### src/cdq_ram.sv
// ----------------------------------------------------------------------------
// cdq_ram
// Generic single-write, single-read synchronous RAM with a registered read
// port. Contents are not reset.
// ----------------------------------------------------------------------------
module cdq_ram #(
	parameter int WIDTH = 32,
	parameter int DEPTH = 128,
	localparam int AW   = (DEPTH > 1) ? $clog2(DEPTH) : 1
) (
	input  logic             clk,
	input  logic             wr_en,
	input  logic [AW-1:0]    wr_addr,
	input  logic [WIDTH-1:0] wr_data,
	input  logic             rd_en,
	input  logic [AW-1:0]    rd_addr,
	output logic [WIDTH-1:0] rd_data
);

	logic [WIDTH-1:0] mem [DEPTH];
	logic [WIDTH-1:0] rd_data_q;

	// Write port and registered read port.
	always_ff @(posedge clk) begin
		if (wr_en) begin
			mem[wr_addr] <= wr_data;
		end
		if (rd_en) begin
			rd_data_q <= mem[rd_addr];
		end
	end

	assign rd_data = rd_data_q;

endmodule

### config.mk
export PLATFORM = sky130hd
export DESIGN_NAME = cdq_ram
export DESIGN_NICKNAME = d
export VERILOG_FILES = /design/src/cdq_ram.sv
export SDC_FILE = /design/constraint.sdc
export NUM_CORES = 2
export LEC_CHECK = 0
export BUFFER_PORTS_ARGS = -buffer_cell sky130_fd_sc_hd__buf_2
export CAP_MARGIN = 30
export CORE_ASPECT_RATIO = 0.9
export CORE_MARGIN = 8
export CORE_UTILIZATION = 50
export DETAILED_ROUTE_END_ITERATION = 7
export PLACE_DENSITY = 0.65
export SYNTH_ARGS = -nofsm -noshare
export SYNTH_HDL_FRONTEND = slang
export SYNTH_SLANG_ARGS = --single-unit
### constraint.sdc
create_clock -name clk -period 5.1 [get_ports clk]
set_clock_uncertainty 0.1 [all_clocks]
set_input_delay 0 -clock clk [delete_from_list [all_inputs] [get_ports clk]]
set_output_delay 0 -clock clk [all_outputs]
set_load 0.02 [all_outputs]
======== After elaboration in Yosys (flattened, before gate mapping) ========
Memory sizes are Yosys's and may differ from the RTL's. A register that Yosys moved wholly into a read port is not among the register bits.
Index checks and enable logic that the tools add are counted.
cells by class
  mux-type cells .......................... 2
operators with widths
  kind              count
  2-to-1 mux 1 bit  2
word-level totals
  flip-flop bits (word level) ............. 0
  RAM bits ................................ 4096
  input port bits ......................... 49
  output and inout bits ................... 32
  word-level logic and storage cells ...... 3
  memories kept ........................... 1
memories
  memory  words  width  rd ports  clocked after memory_dff  wr ports  line  text
  mem     128    32     1         1                         1         20    logic [WIDTH-1:0] mem [DEPTH];

======== Longest topological paths before layout ========
  depth after elaboration ................. 2
  mapped depth ............................ 8
  gate-level depth less buffers ........... 4

======== Worst setup path before layout ========
No wires, ideal clock.
  path type ............................... input port to flip-flop
  start ................................... input port wr_en
  end ..................................... memory mem[98][0], enable pin
  library setup time ...................... 0.461 ns
  data arrival time ....................... 2.778 ns
  setup slack ............................. 1.761 ns
  cell stages on the path ................. 3
  buffers on the path ..................... 1
  cells stage by stage .................... clkbuf_1 -> nand4_1 -> nor3_1
on the way
  word-level cells in the longest chain between the ends .. 2
ends and longest elaborated chain
  element                                 line  text
  start, declared                         12    input logic wr_en,
  2-to-1 mux 1 bit                        25    if (wr_en) begin
  2-to-1 mux 1 bit (not written as such)  26    mem[wr_addr] <= wr_data;
  end, declared                           20
No other way between the ends.

==> impl_results.html <==
<table>
<tr><th>Metric</th><th>Value</th></tr>
<tr><th colspan="2">Run status</th></tr>
<tr><td>Outcome</td><td>finished clean</td></tr>
<tr><th colspan="2">Layout</th></tr>
<tr><td>Filler cell count in the final layout</td><td>approximately 22k</td></tr>
<tr><td>Share of cells above drive strength 1</td><td>between 30% and 40%</td></tr>
<tr><td>Area occupied by registers</td><td>~120000 sq um</td></tr>
<tr><td>Signed area change from the synthesized netlist to the final layout</td><td>13.9%</td></tr>
<tr><td>Net count of the finished layout</td><td>roughly 6.5k</td></tr>
<tr><td>Utilization after layout</td><td>approximately 57%</td></tr>
<tr><td>Multi-input combinational cell area</td><td>between 30000 and 40000 sq um</td></tr>
<tr><th colspan="2">Timing</th></tr>
<tr><td>Final critical path time including I/O delays and setup</td><td>about 3.4 ns</td></tr>
<tr><td>Slew Limit Fails</td><td>0</td></tr>
<tr><td>Final TNS setup</td><td>0 ns</td></tr>
<tr><td>Unrepaired setup endpoints after global routing</td><td>false</td></tr>
<tr><td>Slew at the pin closest to its max-slew limit</td><td>~1.1 ns</td></tr>
<tr><td>Highest Clock Rate</td><td>around 290 MHz</td></tr>
<tr><td>Worst Slack Setup Final</td><td>1.66 ns</td></tr>
<tr><td>Slew HR</td><td>between 20% and 30%</td></tr>
<tr><td>Hold Fails Final Rpt</td><td>0</td></tr>
<tr><td>Portion of the clock cycle consumed by the worst path in the final layout</td><td>between 60% and 70%</td></tr>
<tr><td>Number of failing setup endpoints in the final timing report</td><td>0</td></tr>
<tr><th colspan="2">Route</th></tr>
<tr><td>Drt pass-1 iters</td><td>5</td></tr>
<tr><td>Number of DRC markers in iteration 0</td><td>11.5k</td></tr>
<tr><td>Average detailed-routed wire length per instance</td><td>roughly 38 um</td></tr>
<tr><td>Post-route antenna net violation count</td><td>0</td></tr>
<tr><td>DRC viols</td><td>0</td></tr>
<tr><td>Vias per cell</td><td>between 6 and 7</td></tr>
<tr><td>Overall via count from detail_route</td><td>72.2k</td></tr>
<tr><td>Routed wire length</td><td>414 mm</td></tr>
<tr><th colspan="2">Global routing</th></tr>
<tr><td>GRT Util Overall</td><td>about a quarter</td></tr>
<tr><td>Pin count of the biggest net entering global routing</td><td>97</td></tr>
<tr><td>Global route overflow</td><td>0</td></tr>
<tr><td>Antenna violations before repair</td><td>about 70</td></tr>
<tr><td>Wire length of the first global-routing pass</td><td>574 mm</td></tr>
<tr><td>Vias in the first global route</td><td>between 70k and 80k</td></tr>
<tr><th colspan="2">Floorplan</th></tr>
<tr><td>Width of the die</td><td>around 610 um</td></tr>
<tr><td>Area of the die</td><td>331000 sq um</td></tr>
<tr><td>I/O pins</td><td>81</td></tr>
<tr><td>Number of placement rows</td><td>approximately 200</td></tr>
<tr><td>Floorplan die height</td><td>~550 um</td></tr>
<tr><td>Initial core utilization</td><td>50.1%</td></tr>
<tr><td>Placeable core area</td><td>~310000 sq um</td></tr>
<tr><th colspan="2">Setup path</th></tr>
<tr><td>Endpoint of the worst-slack reg-to-reg timing path</td><td>rd_data[12]$_DFFE_PP_</td></tr>
<tr><td>Type of the setup path with the least slack</td><td>flop to flop</td></tr>
<tr><td>CP arrival</td><td>3.98 ns</td></tr>
<tr><td>Worst-case register-to-register setup slack</td><td>around 1.7 ns</td></tr>
<tr><td>Nature of the critical path endpoint</td><td>flop</td></tr>
<tr><td>Biggest cell delay along the critical path</td><td>0.67 ns</td></tr>
<tr><td>Most repeated library cell on the critical path</td><td>mux4_2</td></tr>
<tr><td>Max stage delay cell, worst path</td><td>mux4_2</td></tr>
<tr><td>Cell breakdown of the critical path</td><td>mux4_2 &gt; mux4_2 &gt; mux4_2 &gt; mux2_2 &gt; dlygate4sd3_1</td></tr>
<tr><td>Source of the worst register-to-register timing path</td><td>mem[82][12]$_DFFE_PP_</td></tr>
<tr><td>Worst reg-to-reg path cell count</td><td>5</td></tr>
<tr><td>Kind of start point of the critical path</td><td>flop</td></tr>
<tr><td>Required @ worst endpoint</td><td>5.65 ns</td></tr>
<tr><td>Top fanout value on the critical path</td><td>1</td></tr>
<tr><th colspan="2">Place</th></tr>
<tr><td>Weighted congestion at the end of routability-driven global placement</td><td>just over 0.8</td></tr>
<tr><td>Total half-perimeter wirelength after legalization and detailed placement</td><td>~240 mm</td></tr>
<tr><td>Placement Setup Slack</td><td>between 1 and 1.5 ns</td></tr>
<tr><td>Buffers on Ports</td><td>80</td></tr>
<tr><th colspan="2">Clock tree</th></tr>
<tr><td>Post-cts sizing count</td><td>0</td></tr>
<tr><td>Clock tree from TritonCTS</td><td>built</td></tr>
<tr><td>Clock latency reported for the late side of the worst-skew pair</td><td>around 0.93 ns</td></tr>
<tr><td>Postcts setup bufs</td><td>0</td></tr>
<tr><td>Clk slew on worst S/H paths</td><td>about 0.060 ns</td></tr>
<tr><td># hold bufs at CTS</td><td>53</td></tr>
<tr><td>Depth of the CTS H-tree</td><td>5</td></tr>
<tr><td>Clock root buffer</td><td>clkbuf_16</td></tr>
<tr><td>Clock Tree Buf Depth</td><td>4</td></tr>
<tr><td>Number of CTS-inserted buffers</td><td>404</td></tr>
<tr><td>Number of sinks on the clock net</td><td>4128</td></tr>
<tr><th colspan="2">Synth</th></tr>
<tr><td>Synth warn</td><td>0</td></tr>
<tr><td>Yosys cell types</td><td>16</td></tr>
<tr><td>Post-synthesis register bit count</td><td>~4.1k</td></tr>
<tr><td>Post-Synthesis Mean Instance Area</td><td>about 26 sq um</td></tr>
<tr><td>Synthesized netlist net count</td><td>between 6k and 7k</td></tr>
<tr><td>Post-synth top area share</td><td>roughly 79%</td></tr>
<tr><td>Combined area of all synthesized cells</td><td>157000 sq um</td></tr>
<tr><td>Cell taking the most area after synthesis</td><td>edfxtp_1</td></tr>
<tr><td>Sequential fraction of the synthesis area</td><td>between 70% and 80%</td></tr>
<tr><td>Instance count of the mapped netlist</td><td>~6.0k</td></tr>
<tr><td>Top post-synthesis cells by area</td><td>edfxtp_1, mux4_2, clkbuf_1</td></tr>
<tr><th colspan="2">Pwr</th></tr>
<tr><td>Fraction of power consumed by combinational cells</td><td>approximately 5.3%</td></tr>
<tr><td>Relative contribution of the clock network to total power</td><td>around two fifths</td></tr>
<tr><td>P per Cell Area</td><td>between 300 and 400 nW/um^2</td></tr>
<tr><td>Static leakage power</td><td>about 0.055 uW</td></tr>
<tr><td>Largest vdd supply drop</td><td>0.000333 V</td></tr>
<tr><td>Cell internal power dissipation</td><td>around 56000 uW</td></tr>
<tr><td>Portion of total power attributed to sequential cells</td><td>between 50% and 60%</td></tr>
<tr><td>Switching Share</td><td>between 20% and 30%</td></tr>
<tr><td>Switching power summed over all nets</td><td>15000 uW</td></tr>
<tr><th colspan="2">Hold path</th></tr>
<tr><td>Classification of the worst-slack hold path</td><td>primary input to flop</td></tr>
<tr><td>Hold Crit Start</td><td>wr_data[18]</td></tr>
<tr><td>Hold Path End</td><td>mem[73][18]$_DFFE_PP_</td></tr>
<tr><td>Hold Path Stages</td><td>2</td></tr>
<tr><th colspan="2">Job</th></tr>
<tr><td>Max-cap violations</td><td>0</td></tr>
</table>
[layer usage]
metal	track usage (%)	vias up	routed length, um
met4	7.94	20	14700
met5	0	-	141
li1	-	27500	-
met2	37.6	4357	192000
met3	4.86	594	46100
met1	36.9	39800	161000
[Yosys cell counts]
cell	count
or3_1	1
buf_6	2
mux2_2	32
nand2b_1	2
mux4_2	1344
buf_4	3
nand3_1	12
buf_1	50
buf_2	79
clkbuf_1	182
nand2_1	14
nor2_1	122
nand4_1	3
nor2b_1	7
edfxtp_1	4128
nor3_1	9
[stage by stage]
stage	hold slack, ns	instances	total power, uW	cell area [sq um]
after detailed placement	0.347	10200	42000	165000
after global routing	0.0773	11000	72200	178000
after floorplan	-0.00113	5990	40100	157000
after global placement	0.338	10200	41900	164000
final	0.0622	11000	70500	178000
after CTS	0.0349	10900	70800	178000
[layout by cell type (no fill, tap or decap), types with 3 or more instances in the layout]
master            n
edfxtp_1       4128
mux4_2         1344
clkbuf_16       411
buf_4           261
nor2_4          119
clkinv_1         90
clkinv_2         81
clkbuf_1         71
dlygate4sd3_1    53
buf_12           46
diode_2          42
buf_2            42
bufinv_16        38
mux2_2           32
clkinvlp_4       12
nand2_1          11
inv_6            10
nor3_2            9
nand3_1           8
buf_16            8
nor2b_1           7
nand3_2           4
inv_16            4
clkinv_8          4
clkinv_4          4
buf_8             4
nor2_1            3
nand4_1           3
nand2_2           3
[sequential cells by signal (all words and copies together), names as in the netlist]
signal   count
mem       4096
rd_data     32
[worst max-delay path by stage]
stage / cells after the start / to / from
6_report: 5 / rd_data[12]$_DFFE_PP_ / mem[82][12]$_DFFE_PP_
5_1_grt: 5 / rd_data[12]$_DFFE_PP_ / mem[69][12]$_DFFE_PP_
4_1_cts: 5 / rd_data[12]$_DFFE_PP_ / mem[69][12]$_DFFE_PP_
3_5_place_dp: 7 / rd_data[22]$_DFFE_PP_ / rd_addr[0]
3_3_place_gp: 7 / rd_data[23]$_DFFE_PP_ / rd_addr[0]
2_1_floorplan: 3 / mem[98][0]$_DFFE_PP_ / wr_en
[final cells by class]
type	instances	area share, %
Tap cell	4137	2.90
Antenna cell	42	0.0589
Timing Repair Buffer	417	2.21
Sequential cell	4128	69.5
Clock inverter	245	1.28
Clock buffer	481	5.90
Multi-Input combinational cell	1546	18.1
[logic make-up after synthesis]
kind of cell,Yosys count,synth area share [%]
muxes,1376,19.6
DFF,4128,79.2
buffers and inverters,316,0.837
and+or+nand+nor,170,0.445
[critical path: cells and delay by family (launching register included)]
| kind | cells | cell delay (ns) |
|---|---|---|
| flip-flops | 1 | 0.37 |
| buffers and inverters | 1 | 0.57 |
| multiplexers | 4 | 2.12 |
[power by group through the flow]
stage | Clock, uW | Sequential (uW) | Combinational, uW
finish | 29200 | 37600 | 3730
floorplan | 0 | 38300 | 1810
global placement | 0 | 38300 | 3610
detailed placement | 0 | 38300 | 3660
global route | 30700 | 37600 | 3860
CTS | 29500 | 37600 | 3710
(Power assumes the default switching activity.)
