### config.mk
export PLATFORM = sky130hd
export DESIGN_NAME = cdq_out_flat
export DESIGN_NICKNAME = d
export VERILOG_FILES = /design/src/cdq_pkg.sv /design/src/cdq_if.sv /design/src/cdq_out.sv /design/src/flat_wrapper.sv
export SDC_FILE = /design/constraint.sdc
export NUM_CORES = 1
export LEC_CHECK = 0
export BUFFER_PORTS_ARGS = -buffer_cell sky130_fd_sc_hd__buf_2
export CORE_MARGIN = 2
export CORE_UTILIZATION = 39
export CTS_BUF_LIST = sky130_fd_sc_hd__clkbuf_8 sky130_fd_sc_hd__clkbuf_16
export CTS_CLUSTER_DIAMETER = 100
export DETAILED_ROUTE_END_ITERATION = 6
export HOLD_SLACK_MARGIN = 0.12
export PLACE_DENSITY = 0.76
export SLEW_MARGIN = 20
export SYNTH_ARGS = -nofsm -noshare
export SYNTH_HDL_FRONTEND = slang
export SYNTH_SLANG_ARGS = --single-unit
### constraint.sdc
create_clock -name clk -period 1.4 [get_ports clk]
set_input_delay 0.28 -clock clk [delete_from_list [all_inputs] [get_ports clk]]
set_output_delay 0.28 -clock clk [all_outputs]
set_load 0.01 [all_outputs]
### src/cdq_pkg.sv
// ----------------------------------------------------------------------------
// cdq_pkg
// Shared types and constants for the circular deque: operation and status
// codes, controller states and the result word passed to the output stage.
// ----------------------------------------------------------------------------
package cdq_pkg;

	localparam int DATA_W   = 32;
	localparam int KIND_W   = 3;
	localparam int STATUS_W = 2;

	// Operation codes carried in the kind field of a command word.
	typedef enum logic [KIND_W-1:0] {
		KIND_PUSH_REAR  = 3'd0,
		KIND_PUSH_FRONT = 3'd1,
		KIND_POP_FRONT  = 3'd2,
		KIND_POP_REAR   = 3'd3,
		KIND_PEEK_FRONT = 3'd4,
		KIND_PEEK_REAR  = 3'd5
	} kind_t;

	// Status codes returned with every response word.
	typedef enum logic [STATUS_W-1:0] {
		STATUS_OK    = 2'd0,
		STATUS_FULL  = 2'd1,
		STATUS_EMPTY = 2'd2
	} status_t;

	// Controller states.
	typedef enum logic {
		ST_IDLE,
		ST_READ
	} state_t;

	// Response word handed from the controller to the output register.
	typedef struct packed {
		logic signed [DATA_W-1:0] read_value;
		logic [STATUS_W-1:0]      status;
		logic                     is_empty;
		logic                     is_full;
	} result_t;

endpackage

### src/cdq_if.sv


interface cdq_rsp_if;
	logic                                 valid;
	logic                                 ready;
	logic signed [cdq_pkg::DATA_W-1:0]    read_value;
	logic [cdq_pkg::STATUS_W-1:0]         status;
	logic                                 is_empty;
	logic                                 is_full;

	modport source (output valid, output read_value, output status,
		output is_empty, output is_full, input ready);
	modport sink   (input valid, input read_value, input status,
		input is_empty, input is_full, output ready);
endinterface

### src/cdq_out.sv
// ----------------------------------------------------------------------------
// cdq_out
// Output register of the deque: holds one response word until the sink
// takes it, and tells the controller when it can accept another.
// ----------------------------------------------------------------------------
module cdq_out (
	input  logic             clk,
	input  logic             arst_n,
	input  logic             res_valid,
	input  cdq_pkg::result_t res,
	output logic             res_free,
	cdq_rsp_if.source        rsp
);

	logic             valid_q;
	cdq_pkg::result_t data_q;

	// The register is free when empty or being drained this cycle.
	assign res_free = !valid_q || rsp.ready;

	always_ff @(posedge clk or negedge arst_n) begin
		if (!arst_n) begin
			valid_q <= 1'b0;
		end else if (res_free) begin
			valid_q <= res_valid;
		end
	end

	always_ff @(posedge clk) begin
		if (res_free && res_valid) begin
			data_q <= res;
		end
	end

	assign rsp.valid      = valid_q;
	assign rsp.read_value = data_q.read_value;
	assign rsp.status     = data_q.status;
	assign rsp.is_empty   = data_q.is_empty;
	assign rsp.is_full    = data_q.is_full;

endmodule
### src/flat_wrapper.sv
// flat-port wrapper written by rule: the top's interface ports become plain ports
module cdq_out_flat 
  (clk, arst_n, res_valid, res, res_free, rsp_valid, rsp_read_value, rsp_status, rsp_is_empty, rsp_is_full, rsp_ready);
  cdq_rsp_if rsp_i ();
  input  logic clk;
  input  logic arst_n;
  input  logic res_valid;
  input  cdq_pkg::result_t res;
  output logic res_free;
  output wire logic [$bits(rsp_i.valid)-1:0] rsp_valid;
  output wire logic [$bits(rsp_i.read_value)-1:0] rsp_read_value;
  output wire logic [$bits(rsp_i.status)-1:0] rsp_status;
  output wire logic [$bits(rsp_i.is_empty)-1:0] rsp_is_empty;
  output wire logic [$bits(rsp_i.is_full)-1:0] rsp_is_full;
  input wire logic [$bits(rsp_i.ready)-1:0] rsp_ready;
  assign rsp_valid = rsp_i.valid;
  assign rsp_read_value = rsp_i.read_value;
  assign rsp_status = rsp_i.status;
  assign rsp_is_empty = rsp_i.is_empty;
  assign rsp_is_full = rsp_i.is_full;
  assign rsp_i.ready = rsp_ready;
  cdq_out u_core (.clk(clk), .arst_n(arst_n), .res_valid(res_valid), .res(res), .res_free(res_free), .rsp(rsp_i));
endmodule
; ---- Word level (Yosys, flattened, before mapping)
; Cells that the tools add are included.
[totals]
reg_bits = 37
out_inout_bits = 38
word_cells = 8
[classes]
reduce_logical = 3
[ops]
columns = op, n
row1 = logical AND 1 bit, 1
row2 = zero test 1 bit, 1
row3 = logical OR 1 bit, 1

; ---- Depth between registers and ports, before layout
; Gate-level depths: netlist (run 1).
[logic_depth]
depth_word = 3
mapped_depth = 2

; ---- Least setup slack after synthesis (run 1)
; No wires, ideal clock.
[synth_timing]
kind = register to register
startpoint = register u_core.valid_q (netlist: u_core.rsp.valid)
endpoint = register u_core.data_q, in the netlist u_core.rsp.is_empty, enable pin
setup_slack_ps = 158
arrival_time_ps = 895
path_stages_with_launch = 3
required_time_ps = 1054
n_path_buf = 0
cell_sequence = dfrtp_1 -> nand2b_4 -> and2_4
[synth_between]
elab_chain_cells = 3
[synth_lines]
columns = element, line_no
row1 = "start, declared", cdq_out.sv:15  ; logic valid_q;
row2 = "start signal, assigned", cdq_out.sv:25  ; valid_q <= res_valid;
row3 = zero test 1 bit, cdq_out.sv:19  ; assign res_free = !valid_q || rsp.ready;
row4 = logical OR 1 bit, cdq_out.sv:19
row5 = net res_free, flat_wrapper.sv:9  ; output logic res_free;
row6 = logical AND 1 bit, cdq_out.sv:30  ; if (res_free && res_valid) begin
row7 = "end signal, assigned", cdq_out.sv:31  ; data_q <= res;
row8 = "end, declared", cdq_out.sv:16  ; cdq_pkg::result_t data_q;
; The timed path passes the listed nets, and every way through them passes these cells.
; A chain may end at the register's enable or synchronous reset.

; ---- Worst setup path after layout (run 1)
[layout_timing]
startpoint = register u_core.valid_q (netlist: u_core.rsp.valid)
endpoint = output res_free
[layout_between]
elab_chain_cells = 2
[layout_lines]
columns = element, line_no
row1 = zero test 1 bit, cdq_out.sv:19
row2 = logical OR 1 bit, cdq_out.sv:19
row3 = "end, declared", flat_wrapper.sv:9
; Every way passes these cells.

==> results of run 1 <==
-- report_power, final --
group | internal, W | switching (W)
registers | 0.00129 | 0.0000140
logic | 0.0000932 | 0.0000935
clock network | 0.000532 | 0.000354
total | 0.00191 | 0.000462
-- metrics by stage --
| stage | area (um2) | utilization | cells |
|---|---|---|---|
| floorplan | 1130 | - | 40 |
| global placement | 1590 | 0.575 | 150 |
| detailed placement | 1590 | 0.575 | 150 |
| CTS | 1710 | 0.621 | 159 |
| global route | 1710 | 0.621 | 159 |
| finish | 1710 | 0.621 | 159 |
-- final cells by class --
| cell class | count | area [um2] |
|---|---|---|
| Sequential cell | 37 | 1110 |
| Fill cell | 216 | 1050 |
| Timing Repair Buffer | 80 | 423 |
| Clock buffer | 5 | 68.8 |
| Clock inverter | 3 | 46.3 |
| Tap cell | 31 | 38.8 |
| Multi-Input combinational cell | 3 | 28.8 |
-- worst paths after layout --
kind,cells after the start,from,end
setup / recovery,2,u_core.rsp.valid,res_free
max in group asynchronous,2,arst_n,u_core.rsp.valid
hold / removal,1,res[18],u_core.rsp.read_value[14]
min in group asynchronous,2,arst_n,u_core.rsp.valid
hold reg to reg,2,u_core.rsp.valid,u_core.rsp.valid
setup reg to reg,3,u_core.rsp.valid,u_core.rsp.read_value[3]
-- cell families after synthesis --
| family | share of synthesized area |
|---|---|
| and+or+nand+nor | 0.0254 |
| DFF | 0.975 |
-- sequential cells by signal, summed over array words and instances, names as in the netlist --
name and count:
u_core.rsp.read_value 32, u_core.rsp.status 2, u_core.rsp.is_full 1, u_core.rsp.valid 1, u_core.rsp.is_empty 1
-- placed cells by master (no fill, tap or decap) --
cell and count:
buf_2 77, edfxtp_1 36, clkbuf_8 5, nand2b_4 1, nand2b_1 1, and2_4 1
clkinvlp_4 1, clkinv_4 1, bufinv_16 1, dlygate4sd3_1 1, buf_4 1, buf_12 1
dfrtp_1 1
-- layer usage --
metal  wire length (um)  vias up  part of all wire  GRT usage
met5                  0        -                 0          0
met4                 13        0            0.0066     0.0598
met3                344        2              0.18      0.116
met2               1050       49              0.54      0.211
met1                546      310              0.28     0.0982
li1                   -      331                 -          -
-- what timing repair did --
item,4_1_cts,5_1_grt
hold buffers,1,0
endpoints found under the setup margin,0,0
endpoints found under the hold margin,1,0
==> run metrics, run 1 <==
status=finished, final reports clean; ys flop type=edfxtp_1; Hold Violations, Final=0; initial core utilization=0.412; share of cells above drive strength 1=0.695; Leakage Power=0.744 nW; synth unique cells=5; grt ovf=0; number of synthesized register bits=37; vias in the first global route=698; WHS=0.170 ns; required time worst endpoint=1.12 ns; CP bufs+invs=1; synth cell count leaders=edfxtp_1, and2_4, dfrtp_1, nand2b_1, nand2b_4; P&R area growth vs syn=50.8%; Mapped Area=1130 um2; post-layout min period=1.17 ns; Avg Inst Size Synth=28.4 um2; CP peak stage delay=0.41 ns; Root Buffer=clkbuf_8; Net Count, Synth=80; kind of critical path=reg -> out; register area share after synthesis=0.975; first-pass GRT wire length=2.87 mm; Worst-Skew Late Latency=0.28 ns; Num CTS Buffers=5; setup slack at placement=0.262 ns; flop2flop setup slack=0.26 ns; Max-slew headroom=0.898; DRC Markers=0; DRT Pass-1 Iters=4; total setup buffers inserted after CTS=0; Worst Setup Start Kind=flip-flop; Peak Freq=856 MHz; worst-path maximum fanout=3; fraction of registers with async set/reset=0.0270; count of final setup violators=0; post-route setup TNS=0 ns; Die Wd=57.9 um; Synthesis Warnings=0; depth of the CTS H-tree=2; detailed-route via count=692; ANT nets after route=0; core area=2760 um2; count leader, synth=edfxtp_1; Cell Chain, Critical Path=nand2b_4, buf_2; initial antenna violation count=0; post-CTS sizing=0; routed length per instance=12.3 um; clock sinks=37; Least-Margin Pin Slew=0.153 ns; vias per cell=4.35; final setup margin=0.231 ns; max-cap violations=0; # diodes=0; Cell Rows=19; CTS tree=done; GR Util All Layers=0.127; die area=3360 um2; I/O pins=78; Post-synth EDFFs=36; worst vdd ir=0.000969 V; die height=57.9 um; Worst Setup End Kind=primary output; Hold WC Path Type=in -> reg; Clock Path Buffers=2; Post-Route Skew=0.00454 ns; top post-synthesis cells by area=edfxtp_1, dfrtp_1, nand2b_4; Arr. time, crit path=0.89 ns; Worst-path clk slew=0.07 ns; Pwr Density=1390 nW/um2; routability cong.=0.666; Synth top area share=0.953; Crit path max-delay family=flip-flops; unrepaired setup endpoints after global routing=no; critical path's slowest cell=dfrtp_1; final worst-path cycle share=0.835; synthesized instance count=40; pin count of the biggest net entering global routing=25; # nets final=167; cell type with the largest total area after synthesis=edfxtp_1; Slew Viols, Final=0; input/output buffers=77; Power, Total=0.00238 W; Iter 0 DRT Violations=13; Routed WL=1.96 mm
Power figures use the tool's default switching activity.
==> inputs of run 2 (changes only) <==
Settings changed: ABC_AREA set to 1.
Clock period 1.4 ns to 1.1 ns, I/O delays scaled along.
==> run metrics, run 2 <==
fraction of registers with async set/reset=0.0270 (unchanged); DRT Pass-1 Iters=4 (unchanged); Root Buffer=clkbuf_8; pin count of the biggest net entering global routing=37 (+48%); ys flop type=edfxtp_1; die height=57.7 um (-0.35%); critical path's slowest cell=dfrtp_1; Cell Chain, Critical Path=nand2_1, buf_2; unrepaired setup endpoints after global routing=yes; Routed WL=3.03 mm (+55%); max reg flops=32 (unchanged); Clock Path Buffers=2 (unchanged); setup slack at placement=-0.00444 ns (-0.266 ns); Slew Viols, Final=0 (unchanged); Post-synth EDFFs=36 (unchanged); share of cells above drive strength 1=0.527 (-0.168); register area share after synthesis=0.982 (+0.00758); Crit path max-delay family=flip-flops; status=finished with violations; final worst-path cycle share=1.06; Iter 0 DRT Violations=13 (unchanged); Post-Route Skew=0.00214 ns (-0.00240 ns); initial core utilization=0.408 (-0.00318); Worst-Skew Late Latency=0.28 ns (about the same); Placed Cells incl. Taps=151 (+0.67%); CP peak stage delay=0.42 ns (about the same); Net Count, Synth=82 (+2.5%); grt met2 use=0.307 (+0.0958); routed length per instance=15.3 um (+24%); top post-synthesis cells by area=edfxtp_1, dfrtp_1, inv_1; ANT nets after route=0 (unchanged); failing checks=negative setup slack; CP bufs+invs=1 (unchanged); # nets final=206 (+23%); Worst Setup Start Kind=flip-flop; post-route non-filler standard cell count=198 (+25%); # diodes=0 (unchanged); Arr. time, crit path=0.94 ns (+0.05 ns); Hold Violations, Final=0 (unchanged); Synthesis Warnings=0 (unchanged); Least-Margin Pin Slew=0.233 ns (+0.0795 ns); Leakage Power=0.910 nW (+22%); Worst Setup End Kind=primary output; core area=2760 um2 (unchanged); Hold WC Path Type=in -> reg; worst vdd ir=0.00148 V (+53%); Placed Area=1580 um2 (-0.32%); synth unique cells=5 (unchanged); Max-slew headroom=0.845 (-0.0533); Mapped Area=1130 um2 (-0.77%); vias per cell=4.40 (+1.2%); worst-path maximum fanout=3 (unchanged); met3 Track Usage GR=0.109 (-0.00670); post-layout min period=1.16 ns; CTS tree=done; P&R area growth vs syn=84.3%; count leader, synth=edfxtp_1; initial antenna violation count=0 (unchanged); vias in the first global route=940 (+35%); kind of critical path=reg -> out; synth cell count leaders=edfxtp_1, inv_1, nand2_1; grt peak-use layer=met2; Num CTS Buffers=5 (unchanged); Cell Rows=19 (unchanged); routability cong.=0.655 (-1.7%); I/O pins=78 (unchanged); Die Wd=57.7 um (-0.35%); detailed-route via count=872 (+26%); most frequent cells in the layout=buf_2, dlygate4sd3_1, edfxtp_1, clkbuf_8, inv_1; most common cell after layout, fill and taps aside=buf_2; count of final setup violators=37 (+37); Synth top area share=0.960 (+0.00741); GR Util met1=0.178 (+0.0798); number of synthesized register bits=37 (unchanged); Pwr Density=1420 nW/um2 (+2.6%); first-pass GRT wire length=4.22 mm (+47%); depth of the CTS H-tree=2 (unchanged); synthesized instance count=42 (+5.0%); Avg Inst Size Synth=26.8 um2 (-5.5%); die area=3330 um2 (-0.71%); Peak Freq=859 MHz; grt ovf=0 (unchanged); DRC Markers=0 (unchanged); final setup margin=-0.0640 ns (-0.295 ns); GR Util All Layers=0.185 (+0.0582); post-route setup TNS=-1.80 ns (-1.80 ns); Worst-path clk slew=0.07 ns (about the same); clock sinks=37 (unchanged); cell type with the largest total area after synthesis=edfxtp_1; max-cap violations=0 (unchanged); required time worst endpoint=0.88 ns (-0.24 ns); input/output buffers=77 (unchanged); fin area=2080 um2 (+21%)
## run 2: cells by family (layout without fill, tap and decap cells)
logic type | count (synthesis) | after routing | share of synthesized area
and+or+nand+nor | 2 | 2 | 0.00667
DFF | 37 | 37 | 0.982
buffers and inverters | 2 | 127 | 0.00667
AOI/OAI and AO/OA | 1 | 1 | 0.00444
## run 2: timing repair
| action | in CTS | in global routing |
|---|---|---|
| setup endpoints to repair | 37 | 38 |
| gates resized for setup | 0 | 0 |
| pin swaps | 1 | 1 |
| hold buffers | 36 | 0 |
| hold endpoints to repair | 36 | 0 |
| cloned | 0 | 2 |
| setup buffers | 0 | 1 |
## run 2: worst reg2reg max path, cell delays in order (launching register included)
cell and delay (ns):
dfrtp_1 0.42, a21oi_4 0.24, buf_12 0.20
## run 2: stage by stage
step | utilization | total power [W] | hold WS (ns)
after detailed placement | 0.574 | 0.00192 | -0.00140
after global routing | 0.753 | 0.00307 | 0.128
after global placement | 0.574 | 0.00191 | -0.00520
after CTS | 0.737 | 0.00294 | 0.120
final | 0.753 | 0.00296 | 0.135
after floorplan | - | 0.00177 | -0.0756
## run 2: where the power goes
group          switching (W)  total, W  internal, W
sequential         0.0000209   0.00166      0.00164
clock               0.000440  0.000931     0.000492
combinational       0.000153  0.000364     0.000211
total               0.000614   0.00296      0.00234
## run 2: routing by layer
metal,vias up,share of wire
li1,411,-
met1,391,0.38
met2,63,0.49
met3,7,0.10
met4,0,0.026
met5,-,0
## run 2: path summary, 6_finish.rpt
kind	startpoint	endpoint	slack [ns]	cells after the start
worst min register to register	u_core.rsp.valid	u_core.rsp.valid	0.71	3
worst min-delay path	res[32]	u_core.rsp.read_value[28]	0.13	1
worst max register to register	u_core.rsp.valid	u_core.rsp.read_value[11]	-0.05	2
worst max-delay path	u_core.rsp.valid	res_free	-0.06	2
min in group asynchronous	arst_n	u_core.rsp.valid	0.28	2
max in group asynchronous	arst_n	u_core.rsp.valid	0.73	2
## run 2: area by class of cell
class | count | area, um2
multi-input combinational | 3 | 23.8
timing repair buffer | 117 | 810
fill | 174 | 682
sequential | 37 | 1110
inverter | 2 | 7.51
clock inverter | 2 | 7.51
tap | 31 | 38.8
clock buffer | 6 | 82.6
==> inputs of run 3 (changes only) <==
Clock period 1.1 ns to 1.2 ns, I/O delays scaled along.
==> run metrics, run 3 (synthesized netlist as in run 2, its figures left out) <==
status=finished with violations; failing checks=negative setup slack; multi-input logic area=23.8 um2 (unchanged); most common cell after layout, fill and taps aside=buf_2; routability cong.=0.655 (about the same); max-cap violations=0 (unchanged); count of final setup violators=1 (-97%); max reg flops=32 (unchanged); die height=57.7 um (unchanged); final worst-path cycle share=1.02; Setup crit start=u_core.rsp.valid; Worst-path clk slew=0.07 ns (about the same); terminus of the critical flop-to-flop path=u_core.rsp.read_value[1]; pin count of the biggest net entering global routing=37 (unchanged); Fillers=184 (+5.7%); Worst Setup End Kind=primary output; CP peak stage delay=0.43 ns (about the same); flop2flop setup slack=0.06 ns (+0.11 ns); Num CTS Buffers=5 (unchanged); clock sinks=37 (unchanged); Worst Setup Start Kind=flip-flop; Reg area=1110 um2 (unchanged); Root Buffer=clkbuf_8; I/O pins=78 (unchanged); Post-Route Skew=0.00343 ns (+0.00128 ns); Max-slew headroom=0.874 (+0.0290); # diodes=0 (unchanged); input/output buffers=77 (unchanged); setup slack at placement=0.0937 ns (+0.0981 ns); share of cells above drive strength 1=0.593 (+0.0662); Iter 0 DRT Violations=24 (+11); Pwr Density=1510 nW/um2 (+6.3%); Hold WC Path Type=in -> reg; Hold Violations, Final=0 (unchanged); post-CTS sizing=0 (unchanged); DRC Markers=0 (unchanged); Leakage Power=0.806 nW (-11%); most frequent cells in the layout=buf_2, edfxtp_1, dlygate4sd3_1, clkbuf_8; Crit path max-delay family=flip-flops; detailed-route via count=780 (-11%); required time worst endpoint=0.96 ns (+0.08 ns); core area=2760 um2 (unchanged); r2r worst-path depth=2 (unchanged); routed length per instance=14.6 um (-4.5%); R2R Path Start=u_core.rsp.valid; P&R area growth vs syn=65.3%; hold path startpoint=res[6]; vias in the first global route=770 (-18%); CP bufs+invs=1 (unchanged); kind of critical path=reg -> out; post-layout min period=1.23 ns; DRT Pass-1 Iters=4 (unchanged); vias per cell=4.43 (+0.63%); grt ovf=0 (unchanged); WHS=0.125 ns (-0.00962 ns); Worst-Skew Late Latency=0.28 ns (about the same); first-pass GRT wire length=3.53 mm (-16%); initial antenna violation count=0 (unchanged); Arr. time, crit path=0.99 ns (+0.05 ns); GR Util All Layers=0.154 (-0.0312); critical path's slowest cell=dfrtp_1; CTS tree=done; fin area=1860 um2 (-10%); Least-Margin Pin Slew=0.190 ns (-0.0430 ns); ANT nets after route=0 (unchanged); final setup margin=-0.0263 ns (+0.0377 ns); Routed WL=2.57 mm (-15%); Worst Hold Endpoint=u_core.rsp.read_value[2]; Final Util=0.675 (-0.0776); WHS Path Cells=1 (unchanged); depth of the CTS H-tree=2 (unchanged); Peak Freq=815 MHz; worst vdd ir=0.00117 V (-21%); Cell Rows=19 (unchanged); initial core utilization=0.408 (unchanged); # nets final=184 (-11%); Placed Area=1580 um2 (unchanged); Power, Total=0.00282 W (-4.7%); die area=3330 um2 (unchanged); Cell Chain, Critical Path=nand2_1, buf_2; Slew Viols, Final=0 (unchanged); Die Wd=57.7 um (unchanged); Clock Path Buffers=2 (unchanged); worst-path maximum fanout=3 (unchanged)
-- run 3: cell types whose count changed in the layout (fill, tap and decap cells not counted), sizes merged --
| cell | before | now |
|---|---|---|
| clkbuf | 7 | 5 |
| inv | 4 | 2 |
| buf | 80 | 78 |
| clkinv | 0 | 1 |
| dlygate4sd3 | 36 | 17 |
| bufinv | 0 | 1 |
| clkinvlp | 0 | 1 |
-- run 3: worst max path at each step --
stage | cells after the start | slack, ns | to
final | 2 | -0.03 | res_free
after global routing | 2 | -0.08 | res_free
after global placement | 2 | 0.12 | u_core.rsp.read_value[1]
after CTS | 2 | 0.02 | res_free
after detailed placement | 2 | 0.09 | u_core.rsp.read_value[18]
after floorplan | 1 | -0.30 | u_core.rsp.is_empty
-- run 3: metrics by stage --
step	cells	TNS (ns)
floorplan	42	-10.96
global placement	151	0
detailed placement	151	0
CTS	171	0
global route	176	-0.0782
finish	176	-0.0263
-- run 3: report_power, final --
part | total (W) | internal (W) | switching, W
clock network | 0.00103 | 0.000611 | 0.000422
registers | 0.00152 | 0.00150 | 0.0000187
logic | 0.000263 | 0.000137 | 0.000127
total | 0.00282 | 0.00225 | 0.000567
-- run 3: cell type report --
type | count | area share
tap | 31 | 0.0208
multi-input combinational | 3 | 0.0128
timing repair buffer | 95 | 0.309
clock inverter | 3 | 0.0222
clock buffer | 5 | 0.0370
inverter | 2 | 0.00403
sequential | 37 | 0.594
-- run 3: timing repair --
item | CTS | global route
hold buffers | 12 | 5
endpoints found under the hold margin | 12 | 5
setup buffers | 0 | 0
-- run 3: worst register-to-register path, stage by stage (launching register included) --
cell and delay (ns):
dfrtp_1 0.43, a21oi_4 0.17, buf_12 0.23
-- run 3: routing by layer --
| metal | track usage | wire (um) | up-vias |
|---|---|---|---|
| met5 | 0 | 0 | - |
| met4 | 0.0797 | 59 | 0 |
| met3 | 0.114 | 426 | 7 |
| met2 | 0.231 | 1180 | 60 |
| met1 | 0.158 | 908 | 349 |
| li1 | - | - | 364 |
