==> config.mk <==
export PLATFORM = sky130hd
export DESIGN_NAME = cdq_ctrl
export DESIGN_NICKNAME = d
export VERILOG_FILES = /design/src/cdq_pkg.sv /design/src/cdq_ctrl.sv
export SDC_FILE = /design/constraint.sdc
export NUM_CORES = 1
export LEC_CHECK = 0
export ABC_AREA = 1
export BUFFER_PORTS_ARGS = -buffer_cell sky130_fd_sc_hd__buf_2
export CORE_ASPECT_RATIO = 0.6
export CORE_UTILIZATION = 52
export DETAILED_ROUTE_END_ITERATION = 10
export PLACE_DENSITY_LB_ADDON = 0.15
export REMOVE_ABC_BUFFERS = 1
export SLEW_MARGIN = 40
export SYNTH_ARGS = -nofsm -noshare
export SYNTH_HDL_FRONTEND = slang
export SYNTH_SLANG_ARGS = --single-unit
==> constraint.sdc <==
create_clock -name clk -period 6.55 [get_ports clk]
set_input_delay 1.31 -clock clk [delete_from_list [all_inputs] [get_ports clk]]
set_output_delay 1.31 -clock clk [all_outputs]
set_load 0.03 [all_outputs]
==> src/cdq_pkg.sv <==
// ----------------------------------------------------------------------------
// cdq_pkg
// Shared types and constants for the circular deque: operation and status
// codes, controller states and the result word passed to the output stage.
// ----------------------------------------------------------------------------
package cdq_pkg;

	localparam int DATA_W   = 32;
	localparam int KIND_W   = 3;
	localparam int STATUS_W = 2;

	// Operation codes carried in the kind field of a command word.
	typedef enum logic [KIND_W-1:0] {
		KIND_PUSH_REAR  = 3'd0,
		KIND_PUSH_FRONT = 3'd1,
		KIND_POP_FRONT  = 3'd2,
		KIND_POP_REAR   = 3'd3,
		KIND_PEEK_FRONT = 3'd4,
		KIND_PEEK_REAR  = 3'd5
	} kind_t;

	// Status codes returned with every response word.
	typedef enum logic [STATUS_W-1:0] {
		STATUS_OK    = 2'd0,
		STATUS_FULL  = 2'd1,
		STATUS_EMPTY = 2'd2
	} status_t;

	// Controller states.
	typedef enum logic {
		ST_IDLE,
		ST_READ
	} state_t;

	// Response word handed from the controller to the output register.
	typedef struct packed {
		logic signed [DATA_W-1:0] read_value;
		logic [STATUS_W-1:0]      status;
		logic                     is_empty;
		logic                     is_full;
	} result_t;

endpackage

==> src/cdq_ctrl.sv <==
// ----------------------------------------------------------------------------
// cdq_ctrl
// Deque controller: holds the front and rear indices, decodes each command
// word, writes pushed words into the ring store and issues reads for pops
// and peeks, then builds the response word.
// ----------------------------------------------------------------------------
module cdq_ctrl #(
	parameter int DEPTH = 128,
	localparam int AW   = (DEPTH > 1) ? $clog2(DEPTH) : 1
) (
	input  logic                              clk,
	input  logic                              arst_n,
	input  logic                              in_valid,
	output logic                              in_ready,
	input  logic [cdq_pkg::KIND_W-1:0]        in_kind,
	input  logic signed [cdq_pkg::DATA_W-1:0] in_value,
	output logic                              res_valid,
	output cdq_pkg::result_t                  res,
	input  logic                              res_free,
	output logic                              ram_we,
	output logic [AW-1:0]                     ram_waddr,
	output logic [cdq_pkg::DATA_W-1:0]        ram_wdata,
	output logic                              ram_re,
	output logic [AW-1:0]                     ram_raddr,
	input  logic [cdq_pkg::DATA_W-1:0]        ram_rdata
);

	localparam logic [AW-1:0] LAST = AW'(DEPTH - 1);

	cdq_pkg::state_t state_q, state_d;
	logic [AW-1:0]   front_q, front_d;
	logic [AW-1:0]   rear_q, rear_d;
	logic [AW-1:0]   addr_q, addr_d;

	// Decoded operation against the current indices.
	logic [AW-1:0]                 op_front;
	logic [AW-1:0]                 op_rear;
	logic                          op_wr;
	logic [AW-1:0]                 op_waddr;
	logic                          op_rd;
	logic [AW-1:0]                 op_raddr;
	logic [cdq_pkg::STATUS_W-1:0]  op_status;
	logic                          cur_empty;
	logic                          cur_full;
	logic                          cmd_fire;

	function automatic logic [AW-1:0] slot_next(input logic [AW-1:0] i);
		return (i == LAST) ? '0 : i + AW'(1);
	endfunction

	function automatic logic [AW-1:0] slot_prev(input logic [AW-1:0] i);
		return (i == '0) ? LAST : i - AW'(1);
	endfunction

	assign cur_empty = (front_q == rear_q);
	assign cur_full  = (slot_next(rear_q) == front_q);
	assign cmd_fire  = in_valid && in_ready;

	// Operation decode: index updates, store access and status.
	always_comb begin
		op_front  = front_q;
		op_rear   = rear_q;
		op_wr     = 1'b0;
		op_waddr  = slot_next(rear_q);
		op_rd     = 1'b0;
		op_raddr  = rear_q;
		op_status = cdq_pkg::STATUS_OK;
		case (cdq_pkg::kind_t'(in_kind))
			cdq_pkg::KIND_PUSH_REAR: begin
				if (cur_full) begin
					op_status = cdq_pkg::STATUS_FULL;
				end else begin
					op_rear  = slot_next(rear_q);
					op_wr    = 1'b1;
					op_waddr = slot_next(rear_q);
				end
			end
			cdq_pkg::KIND_PUSH_FRONT: begin
				if (cur_full) begin
					op_status = cdq_pkg::STATUS_FULL;
				end else begin
					op_front = slot_prev(front_q);
					op_wr    = 1'b1;
					op_waddr = front_q;
				end
			end
			cdq_pkg::KIND_POP_FRONT: begin
				if (cur_empty) begin
					op_status = cdq_pkg::STATUS_EMPTY;
				end else begin
					op_front = slot_next(front_q);
					op_rd    = 1'b1;
					op_raddr = slot_next(front_q);
				end
			end
			cdq_pkg::KIND_POP_REAR: begin
				if (cur_empty) begin
					op_status = cdq_pkg::STATUS_EMPTY;
				end else begin
					op_rear  = slot_prev(rear_q);
					op_rd    = 1'b1;
					op_raddr = rear_q;
				end
			end
			cdq_pkg::KIND_PEEK_FRONT: begin
				if (cur_empty) begin
					op_status = cdq_pkg::STATUS_EMPTY;
				end else begin
					op_rd    = 1'b1;
					op_raddr = slot_next(front_q);
				end
			end
			cdq_pkg::KIND_PEEK_REAR: begin
				if (cur_empty) begin
					op_status = cdq_pkg::STATUS_EMPTY;
				end else begin
					op_rd    = 1'b1;
					op_raddr = rear_q;
				end
			end
			default: begin
				// Undefined operation codes leave the deque untouched.
				op_status = cdq_pkg::STATUS_OK;
			end
		endcase
	end

	// Next state, store accesses and the response word.
	always_comb begin
		state_d        = state_q;
		front_d        = front_q;
		rear_d         = rear_q;
		addr_d         = addr_q;
		in_ready       = 1'b0;
		res_valid      = 1'b0;
		res.read_value = '0;
		res.status     = cdq_pkg::STATUS_OK;
		res.is_empty   = cur_empty;
		res.is_full    = cur_full;
		ram_we         = 1'b0;
		ram_waddr      = op_waddr;
		ram_wdata      = in_value;
		ram_re         = 1'b0;
		ram_raddr      = op_raddr;
		case (state_q)
			cdq_pkg::ST_IDLE: begin
				in_ready = res_free;
				if (cmd_fire) begin
					front_d = op_front;
					rear_d  = op_rear;
					ram_we  = op_wr;
					ram_re  = op_rd;
					addr_d  = op_raddr;
					if (op_rd) begin
						state_d = cdq_pkg::ST_READ;
					end else begin
						res_valid    = 1'b1;
						res.status   = op_status;
						res.is_empty = (op_front == op_rear);
						res.is_full  = (slot_next(op_rear) == op_front);
					end
				end
			end
			cdq_pkg::ST_READ: begin
				// Keep reading the same slot until the output stage takes it.
				ram_re         = 1'b1;
				ram_raddr      = addr_q;
				res_valid      = 1'b1;
				res.read_value = $signed(ram_rdata);
				if (res_free) begin
					state_d = cdq_pkg::ST_IDLE;
				end
			end
			default: begin
				state_d = cdq_pkg::ST_IDLE;
			end
		endcase
	end

	// Control registers.
	always_ff @(posedge clk or negedge arst_n) begin
		if (!arst_n) begin
			state_q <= cdq_pkg::ST_IDLE;
			front_q <= '0;
			rear_q  <= '0;
		end else begin
			state_q <= state_d;
			front_q <= front_d;
			rear_q  <= rear_d;
		end
	end

	// Read address held across the memory latency.
	always_ff @(posedge clk) begin
		addr_q <= addr_d;
	end

	// A pop or peek on a non-empty deque always enters the read state to wait for the store.
	assert property (@(posedge clk) disable iff (!arst_n)
		cmd_fire && op_rd |=> state_q == cdq_pkg::ST_READ)
		else $error("read operation did not enter the read state");

	// A rejected operation leaves both indices unchanged.
	assert property (@(posedge clk) disable iff (!arst_n)
		cmd_fire && (op_status != cdq_pkg::STATUS_OK) |=>
		$stable(front_q) && $stable(rear_q))
		else $error("rejected operation moved an index");

	// No store write while a read result is pending.
	assert property (@(posedge clk) disable iff (!arst_n)
		state_q == cdq_pkg::ST_READ |-> !ram_we)
		else $error("store written during a pending read");

	// Indices stay inside the ring.
	assert property (@(posedge clk) disable iff (!arst_n)
		(front_q <= LAST) && (rear_q <= LAST))
		else $error("index outside the ring store");

endmodule

# Word level (Yosys, flattened, before mapping)
# Index checks and enable logic that the tools add are counted.
# classes
addsub,5
n_eq_ne,12
n_mux,39
n_bitwise,1
reduce_logical,8
# op_table
cell,count
$mux 7,14
$mux 32,1
$eq 7x7->1,4
$pmux 7 s2,2
$add 7x1->7 const B,3
$eq 7x7->1 const B,3
$logic_not 7->1,2
$mux 1,14
$sub 7x1->7 const B,2
$mux 4,3
$eq 3x2->1 const B,2
$eq 3x3->1 const B,2
$pmux 1 s2,3
$pmux 2 s2,1
$reduce_or 2->1,2
$reduce_or 4->1,1
$eq 3x1->1 const B,1
$logic_not 3->1,1
$mux 2,1
$reduce_and 2->1,1
$logic_and 1x1->1,1
$not 1->1,1
# totals
regBits,22
input_bits,71
output_inout_bits,86
wordCells,69

# Longest topological paths before layout
# Gate-level depths: netlist of run 1.
# depth
depth_word,11
depth_mapped,28
mapped_depth_nobuf,27

# Worst setup path before layout of run 1
# Ideal clock, no wire load.
# synth_path
path_type,in2out
start,in in_kind[0] (netlist name)
end,out res[0] (netlist name)
arrival_ns,3.598
path_slack_ns,1.642
cell_stages,17
path_buffers,0
path_cell_list,inv_1 nor3_1 inv_1 nand2_2 inv_1 a22oi_4 ha_1 nand3_1 nor2_2 nand3b_2 nand2_1 nand2_1 nand2_1 nand2_1 nor2_1 nand2_1 nand2_1
# synth_rtl
element,line,text
"start, declared",cdq_ctrl.sv:15,"input logic [cdq_pkg::KIND_W-1:0] in_kind,"
"end, declared",cdq_ctrl.sv:18,"output cdq_pkg::result_t res,"

==> metrics.cfg, run 1 <==
[clock_network]
cts_hold_buf=0
cts_num_sinks=22
clock_latency_ns=0.28
cts_resized=0
post_cts_buffers=0
clock_path_buffers=2
root_buffer=clkbuf_8
numCtsBuffers=3
cts.clk_slew.worst_paths_ns=0.08
cts_tree=yes
cts_max_level=1

[detailed_routing]
drt_iter0_markers=386
vias=3873
vias_per_cell=5.41
drc_errors=0
routedWlPerCell_um=16.3
routed_wl_mm=11.7
drt-pass1-iter-count=5
postRouteAntennaNets=0

[finish]
final_cell_mix=195 x nand2_1, 92 x inv_1, 92 x buf_2, 57 x nand3_1, 33 x o21ai_0
final_common_cell=nand2_1
num_antenna_cells=0
syn2layout_area_growth_pct=7.96
final_layout_size_suffix_gt1_share_pct=22.6
nNetsFinal=711

[power]
clkPwrFrac_pct=6.5
swShare_pct=61.5
peakVddDrop_mv=0.220
p_comb_share_pct=73.0
p_per_area_mw_per_mm2=390
p_leak_nw=2.28
power_frac_seq_pct=20.5
power.switching_uw=882
internal_power_uw=553

[critical_path]
crit_required_ns=5.24
cp.arrival_ns=4.17
worst-setup-path-type=in -> out
crit_fanout=9
worstSetupEndpointType=output pin
start_kind=input port
r2r_cells=8
r2r_slack_ns=3.54

[logic_synthesis]
ys_types=40
synthFlopType=dfrtp_1
ys_seq_area_share_pct=17.2
syn_avg_cell_area_sq_um=5.81
synthArstFlopShare_pct=68.2
synth-seq-cells=22
netlist_instances=587
synth_edf_count=7
synth_area_sq_mm=0.00341
ys_warn_count=0

[timing]
setup_viol=0
fmax_ghz=0.183
grt_setup_unrepaired=no
timing.final.max_slew_violations=0
clock_skew_ns=0.0115
fin_setup_tns_ns=0
whs_ns=0.699
worst_pin_slew_ns=0.746
period_share_pct=83.6
period_needed_ns=5.48
slew_headroom_pct=50.2
timing_hold_violations_final=0

[global_routing]
grt_pass1_vias=3166
grt_overflow=0
grt_pass1_wl_mm=17.5
antenna_found_initial=0
grt_use_total_pct=33.6
grt_max_degree=42

[die]
die_area_sq_mm=0.00690
die_w_um=107
die-height_um=64.7
core.rowCount=22
initial_core_util_pct=54.8
io_pins=157
core_area_sq_mm=0.00622

[place]
gp_congestion=0.962
post-dp-hpwl_mm=9.06
portBuffers=92

[min_path]
worstHoldPathType=reg -> reg
hold_path_depth=2

[status]
status=complete, no violations

[flow_run]
cap_violations=0

Yosys cell counts (4+ instances only):
master    number  area, sq um
nand2_1      195          732
inv_1         92          345
nand3_1       57          285
buf_4         36          270
o21ai_0       33          165
nor2_1        25         93.8
dfrtp_1       15          375
nand2_2       12         75.1
nor3_1         9         45.0
xor2_1         9         78.8
buf_2          8         40.0
nand4_1        8         50.1
a21oi_1        7         35.0
clkbuf_1       7         26.3
edfxtp_1       7          210
ha_1           7         87.6
inv_2          7         26.3
o22ai_1        6         37.5
xnor2_1        6         52.6
nor2_2         5         31.3
nor2_4         4         45.0
o211ai_1       4         30.0
critical path, stage by stage:
cell and delay, ns:
buf_2 0.12, nor2_1 0.13, inv_1 0.06, nor2_1 0.43, inv_1 0.11, nand2_2 0.19, inv_1 0.16, a22oi_4 0.32
ha_1 0.24, nand3_1 0.14, nor2_2 0.17, nand3b_2 0.15, nand2_1 0.09, nand2_1 0.05, nand2_1 0.06, nand2_1 0.05
nor2_1 0.09, nand2_1 0.05, nand2_1 0.05, buf_2 0.19
per-stage QoR:
step | cell area, sq um | setup WS [ns] | instances | utilization (%) | total power, mW
floorplan | 3040 | 1.64 | 533 | - | 1.04
global placement | 3630 | 1.11 | 712 | 58.4 | 1.30
detailed placement | 3630 | 0.986 | 712 | 58.4 | 1.31
CTS | 3680 | 0.961 | 716 | 59.1 | 1.41
global route | 3680 | 0.729 | 716 | 59.2 | 1.55
finish | 3680 | 1.07 | 716 | 59.2 | 1.43
final timing paths:
check,from,endpoint
max reg2reg,rear_q[5]$_DFFE_PN0P_,addr_q[1]$_DFFE_PP_
min,rear_q[6]$_DFFE_PN0P_,rear_q[6]$_DFFE_PN0P_
min in group asynchronous,arst_n,front_q[4]$_DFFE_PN0P_
max,in_kind[1],res[0]
min reg2reg,rear_q[6]$_DFFE_PN0P_,rear_q[6]$_DFFE_PN0P_
max in group asynchronous,arst_n,front_q[0]$_DFFE_PN0P_
registers in the layout (all words and copies together) (netlist names):
signal	flops
front_q	7
rear_q	7
state_q	1
addr_q	7
logic make-up after synthesis:
logic type / Yosys count / share of synthesized area [%]
buf+inv: 154 / 21.8
fa+ha+maj: 7 / 2.57
xor+xnor: 15 / 3.85
simple gates: 329 / 44.2
compound gates: 60 / 10.4
flops: 22 / 17.2
layout make-up:
class                   count  area (sq um)
well taps                  84           105
clock buffers               4          45.0
inverters                 100           375
flip-flops and latches     22           586
multi-input cells         411          2090
fillers                   647          2540
repair buffers             95           483
power groups by stage:
stage	combinational (mW)	clock, mW	sequential, mW
after floorplan	0.774	0	0.261
after global placement	1.02	0	0.290
after detailed placement	1.02	0	0.292
after CTS	1.03	0.0958	0.289
after global routing	1.16	0.0984	0.298
final	1.05	0.0938	0.294
routing by layer:
metal	share of wire, %	global-route usage (%)	vias to the layer above	routed length (um)
li1	-	-	1886	-
met1	45	49.6	1742	5260
met2	40	46.3	238	4640
met3	15	12.7	7	1740
met4	0.27	3.42	0	31
met5	0	6.35	-	0
Note: power is estimated with default switching activity, not from simulation.
==> inputs of run 2 (changes only) <==
Settings changed: ABC_AREA 1 to 0, CORE_UTILIZATION 52 to 43.
Clock period 6.55 ns to 4.9 ns, I/O delays scaled along.
==> run 2 against run 1 <==
Against the previous run: synthesized cell count is 28% lower; global-route usage decreased by 2.2 points; clock power increased to 2.5 times the previous value; combinational power increased by 110%; critical path depth did not move; largest power group unchanged; the run now ends with negative setup slack left; largest cell class unchanged; wire length up 6.6%; sequential share of layout area fell by 1.8 points; critical endpoint unchanged; worst setup slack worse by 1.1 ns; sequential cell count unchanged.
==> metrics.cfg, run 2 <==
[power]
peakVddDrop_mv=0.309
p_leak_nw=1.87
p_per_area_mw_per_mm2=679

[finish]
final_cell_mix=91 x buf_2, 57 x buf_4, 48 x nand2_1, 35 x and2_1, 25 x o21ai_0
final_layout_size_suffix_gt1_share_pct=40.4
final_common_cell=buf_2
top_regs=addr_q: 7 flops, front_q: 7 flops, rear_q: 7 flops
fin_util_pct=57.6
nNetsFinal=599
nFillCells=691
syn2layout_area_growth_pct=29.7
num_antenna_cells=0
final_cells=624

[timing]
timing.final.max_slew_violations=0
worst_slack_ns=-0.0581
setup_viol=1
slew_headroom_pct=54.8
fmax_ghz=0.202
grt_setup_unrepaired=yes
timing_hold_violations_final=0
fin_setup_tns_ns=-0.0581
period_needed_ns=4.96
worst_pin_slew_ns=0.675
clock_skew_ns=0.00651
period_share_pct=101

[critical_path]
crit_required_ns=3.92
cp.arrival_ns=3.98
start_kind=flop
worstSetupEndpointType=output pin
crit_fanout=6
worst-setup-path-type=reg -> out

[clock_network]
root_buffer=clkbuf_16
numCtsBuffers=3
clock_latency_ns=0.26
clock_path_buffers=2
cts.clk_slew.worst_paths_ns=0.06
cts_tree=yes
cts_num_sinks=22
cts_max_level=1

[logic_synthesis]
synth_area_sq_mm=0.00323
synth_area_leaders=dfrtp_1 12%, buf_4 7.7%, and2_1 6.8%
synthFlopType=dfrtp_1
ys_seq_area_share_pct=18.1
syn_avg_cell_area_sq_um=7.59
synth_most_common_cell=nand2_1
netlist_instances=425
synthArstFlopShare_pct=68.2
synthTopCellsByCount=48 x nand2_1, 35 x and2_1, 33 x buf_4, 28 x o21ai_0, 24 x nor2_1
yosys.area.top_type_share_pct=11.6
ys_types=68
ys_warn_count=0
synth_top_cell_by_area=dfrtp_1
synth-seq-cells=22
synth_edf_count=7

[global_routing]
antenna_found_initial=0
grt_overflow=0
grt_pass1_vias=3199
grt_use_total_pct=31.4
grt_max_degree=35
grt_pass1_wl_mm=18.8

[die]
die-height_um=69.1
die_area_sq_mm=0.00787
io_pins=157
initial_core_util_pct=44.4
die_w_um=114
core.rowCount=24
core_area_sq_mm=0.00727

[detailed_routing]
drt-pass1-iter-count=7
drc_errors=0
routed_wl_mm=12.4
routedWlPerCell_um=19.9
vias_per_cell=5.86
postRouteAntennaNets=0
vias=3657
drt_iter0_markers=394

[place]
dp_cells=607
portBuffers=92
gp_congestion=0.986
post-dp-hpwl_mm=9.71

[min_path]
worstHoldPathType=in -> async

[status]
violations=negative setup slack
status=finished with violations

[flow_run]
cap_violations=0

[run 2: changes by cell type after synthesis, sizes merged, moves of 7 or more]
cell and change:
nand2 -161, inv -83, nand3 -45, and2 +35, xnor2 +15, mux2 +10
nor2 -10, a31oi +8, o31ai +8, xor2 +7
[run 2: layout make-up]
type | count | area (sq um) | area share [%]
clock buffers | 3 | 75.1 | 1.79
clock inverters | 1 | 30.0 | 0.717
inverters | 16 | 62.6 | 1.49
multi-input cells | 329 | 2400 | 57.4
flip-flops and latches | 22 | 591 | 14.1
well taps | 104 | 130 | 3.11
repair buffers | 149 | 895 | 21.4
[run 2: layer usage]
layer	global-route usage [%]	up-vias	wire (um)
met2	40.7	193	4850
met1	49.5	1784	6120
met4	3.03	0	62
li1	-	1671	-
met5	4.00	-	0
met3	11.1	9	1410
[run 2: power by group]
group / internal [mW] / switching [mW] / total (mW)
combinational: 0.886 / 1.36 / 2.25
sequential: 0.261 / 0.0965 / 0.357
clock: 0.162 / 0.0730 / 0.235
total: 1.31 / 1.53 / 2.84
[run 2: cells by family (layout without fill, tap and decap cells)]
kind of cell             count (synthesis)  after routing  synth area share [%]
AND/OR/NAND/NOR                        173            173                  28.7
AO/OA/AOI/OAI                           97             97                  22.1
buffers and inverters                   74            169                  13.3
XOR/XNOR                                37             37                  10.0
flip-flops                              22             22                  18.1
multiplexers                            15             15                  5.04
adder cells (fa/ha/maj)                  7              7                  2.71
[run 2: path summary, 6_finish.rpt]
kind | start | to | cells after the start | slack, ns
worst max-delay path | rear_q[1]$_DFFE_PN0P_ | res[0] | 20 | -0.06
worst min-delay path | arst_n | front_q[2]$_DFFE_PN0P_ | 1 | 0.64
worst max register to register | rear_q[1]$_DFFE_PN0P_ | front_q[1]$_DFFE_PN0P_ | 12 | 1.82
worst min register to register | front_q[4]$_DFFE_PN0P_ | front_q[4]$_DFFE_PN0P_ | 2 | 0.69
max in group asynchronous | arst_n | rear_q[3]$_DFFE_PN0P_ | 1 | 3.95
min in group clk | front_q[4]$_DFFE_PN0P_ | front_q[4]$_DFFE_PN0P_ | 2 | 0.69
[run 2: critical path, stage by stage (launching register included)]
cell and delay [ns]:
dfrtp_2 0.47, ha_4 0.20, buf_4 0.17, xnor2_1 0.15
nor2_1 0.10, nor4_4 0.41, a31oi_4 0.19, mux2i_2 0.19
buf_4 0.15, buf_4 0.12, buf_4 0.12, buf_4 0.12
buf_4 0.12, buf_4 0.12, buf_4 0.13, nand4_1 0.10
xor2_1 0.08, or3b_2 0.44, nand4b_1 0.10, o21ai_1 0.07
buf_4 0.17
[run 2: repair_timing]
action | CTS | global route
hold buffers | 0 | 0
setup buffers | 10 | 3
resized for setup | 29 | 14
pin swaps | 6 | 9
endpoints found under the setup margin | 2 | 2
[run 2: stage by stage]
step                      cell area (sq um)  hold WS (ns)  total power [mW]  setup slack (ns)
final                                  4190         0.639              2.84           -0.0581
after detailed placement               3780         0.673              2.27           -0.0155
after global placement                 3780         0.673              2.27            0.0797
after floorplan                        2860         0.617              1.55            -0.185
after CTS                              4090         0.642              2.70           0.00345
after global routing                   4190         0.654              3.00            -0.193
==> inputs of run 3 (changes only) <==
Settings changed: BUFFER_PORTS_ARGS -buffer_cell sky130_fd_sc_hd__buf_2 to -buffer_cell sky130_fd_sc_hd__buf_4, GPL_ROUTABILITY_DRIVEN from default to 1.
==> run 3 against run 2 <==
Against the previous run: the run still ends with negative setup slack left; via count increased by 2.4%; largest power group unchanged; critical endpoint unchanged; highest routed layer unchanged; clock power about the same; largest cell class unchanged; sequential cell count unchanged; cell count increased by 1.4%.
==> metrics.cfg, run 3 (synthesized netlist as in run 2, its figures left out) <==
[status]
status=finished with violations
violations=negative setup slack

[finish]
ff_latch_area_sq_um=589
final_cells=633
num_antenna_cells=0
fin_util_pct=63.6
final_common_cell=buf_4
multi_input_area_sq_mm=0.00253
final_cell_mix=153 x buf_4, 46 x nand2_1, 35 x and2_1, 24 x o21ai_0, 24 x nor2_1
nNetsFinal=608
final_layout_size_suffix_gt1_share_pct=43.5
nFillCells=642
top_regs=addr_q: 7 flops, front_q: 7 flops, rear_q: 7 flops
syn2layout_area_growth_pct=43.3

[detailed_routing]
routedWlPerCell_um=21.0
drc_errors=0
routed_wl_mm=13.3
postRouteAntennaNets=0
drt-pass1-iter-count=5
vias_per_cell=5.92
vias=3745
drt_iter0_markers=375

[min_path]
worstHoldPathType=in -> async

[power]
peakVddDrop_mv=0.245
p_leak_nw=2.00
p_per_area_mw_per_mm2=661

[flow_run]
cap_violations=0

[critical_path]
crit_required_ns=3.92
worst-setup-path-type=reg -> out
cp.arrival_ns=3.99
crit_chain=buf_6 -> buf_4 -> xor2_1 -> nor3_2 -> a21oi_2 -> and2_1 -> a311oi_4 -> ha_4 -> buf_6 -> nand2_4 -> or4_4 -> a211oi_2 -> o311ai_2 -> o21ai_1 -> buf_4
start_kind=flop
slowest_delay_ns=0.49
slowest_stage=nor3_2
worstSetupEndpointType=output pin
crit_fanout=7
crit_start=rear_q[0]$_DFFE_PN0P_
rr_startpoint=rear_q[0]$_DFFE_PN0P_

[timing]
period_share_pct=101
worst_slack_ns=-0.0729
timing_hold_violations_final=0
slew_headroom_pct=54.6
fin_setup_tns_ns=-0.0729
timing.final.max_slew_violations=0
grt_setup_unrepaired=yes
worst_pin_slew_ns=0.679
period_needed_ns=4.97
setup_viol=1
fmax_ghz=0.201
clock_skew_ns=0.00248

[global_routing]
antenna_found_initial=0
grt_pass1_wl_mm=19.7
grt_overflow=0
grt_max_degree=35
grt_pass1_vias=3382
grt_use_total_pct=33.0

[clock_network]
numCtsBuffers=3
clock_path_buffers=2
cts_num_sinks=22
cts_hold_buf=0
cts_max_level=1
cts_tree=yes
clock_latency_ns=0.26
root_buffer=clkbuf_16
cts.clk_slew.worst_paths_ns=0.06

[place]
dp_cells=612
post-dp-hpwl_mm=10.1
portBuffers=92
gp_congestion=0.972

[die]
die_area_sq_mm=0.00787
die-height_um=69.1
die_w_um=114
io_pins=157
initial_core_util_pct=44.4
core.rowCount=24
core_area_sq_mm=0.00727

[run 3: cell types whose count changed in the layout (fill, tap and decap cells not counted), sizes merged]
cell  change
buf       +9
[run 3: area by class of cell]
class,count,area share (%)
Inverter,16,1.41
Multi-Input combinational cell,329,54.6
Clock buffer,3,1.62
Timing Repair Buffer,158,26.1
Clock inverter,1,0.649
Tap cell,104,2.81
Sequential cell,22,12.7
[run 3: metrics by stage]
step | area [sq um] | setup slack, ns | total power [mW] | hold WS, ns
detailed placement | 4050 | 0.109 | 2.36 | 0.646
global route | 4620 | -0.201 | 3.21 | 0.575
global placement | 4050 | 0.162 | 2.34 | 0.621
CTS | 4380 | 0.00837 | 2.80 | 0.573
finish | 4620 | -0.0729 | 3.06 | 0.572
floorplan | 2860 | -0.185 | 1.55 | 0.617
[run 3: what timing repair did]
item,CTS,global route
pin swaps,9,23
endpoints found under the setup margin,1,1
gates cloned,0,0
setup buffers,8,10
gates resized for setup,31,35
[run 3: final timing paths]
check / to / slack, ns / cells past startpoint
worst max-delay path: res[0] / -0.07 / 15
worst min-delay path: front_q[4]$_DFFE_PN0P_ / 0.57 / 1
worst max register to register: front_q[1]$_DFFE_PN0P_ / 1.70 / 14
worst min register to register: rear_q[2]$_DFFE_PN0P_ / 0.67 / 2
max in group asynchronous: rear_q[1]$_DFFE_PN0P_ / 4.12 / 1
min in group clk: rear_q[2]$_DFFE_PN0P_ / 0.67 / 2
[run 3: layer usage]
metal	track usage [%]	part of all wire (%)
met2	43.7	41
met1	49.4	46
met4	4.33	0.59
met5	0.667	0
met3	14.3	12
[run 3: worst max-delay path, delay by kind of cell (launching register included)]
family | cells | cell delay (ns)
adder cells (fa/ha/maj) | 1 | 0.24
AO/OA/AOI/OAI | 5 | 1.09
AND/OR/NAND/NOR | 4 | 1.26
buffers and inverters | 4 | 0.56
XOR/XNOR | 1 | 0.17
flip-flops | 1 | 0.41
[run 3: power by group]
part	switching (mW)	total, mW	internal (mW)
clock network	0.0755	0.238	0.163
registers	0.112	0.372	0.260
logic	1.44	2.45	1.01
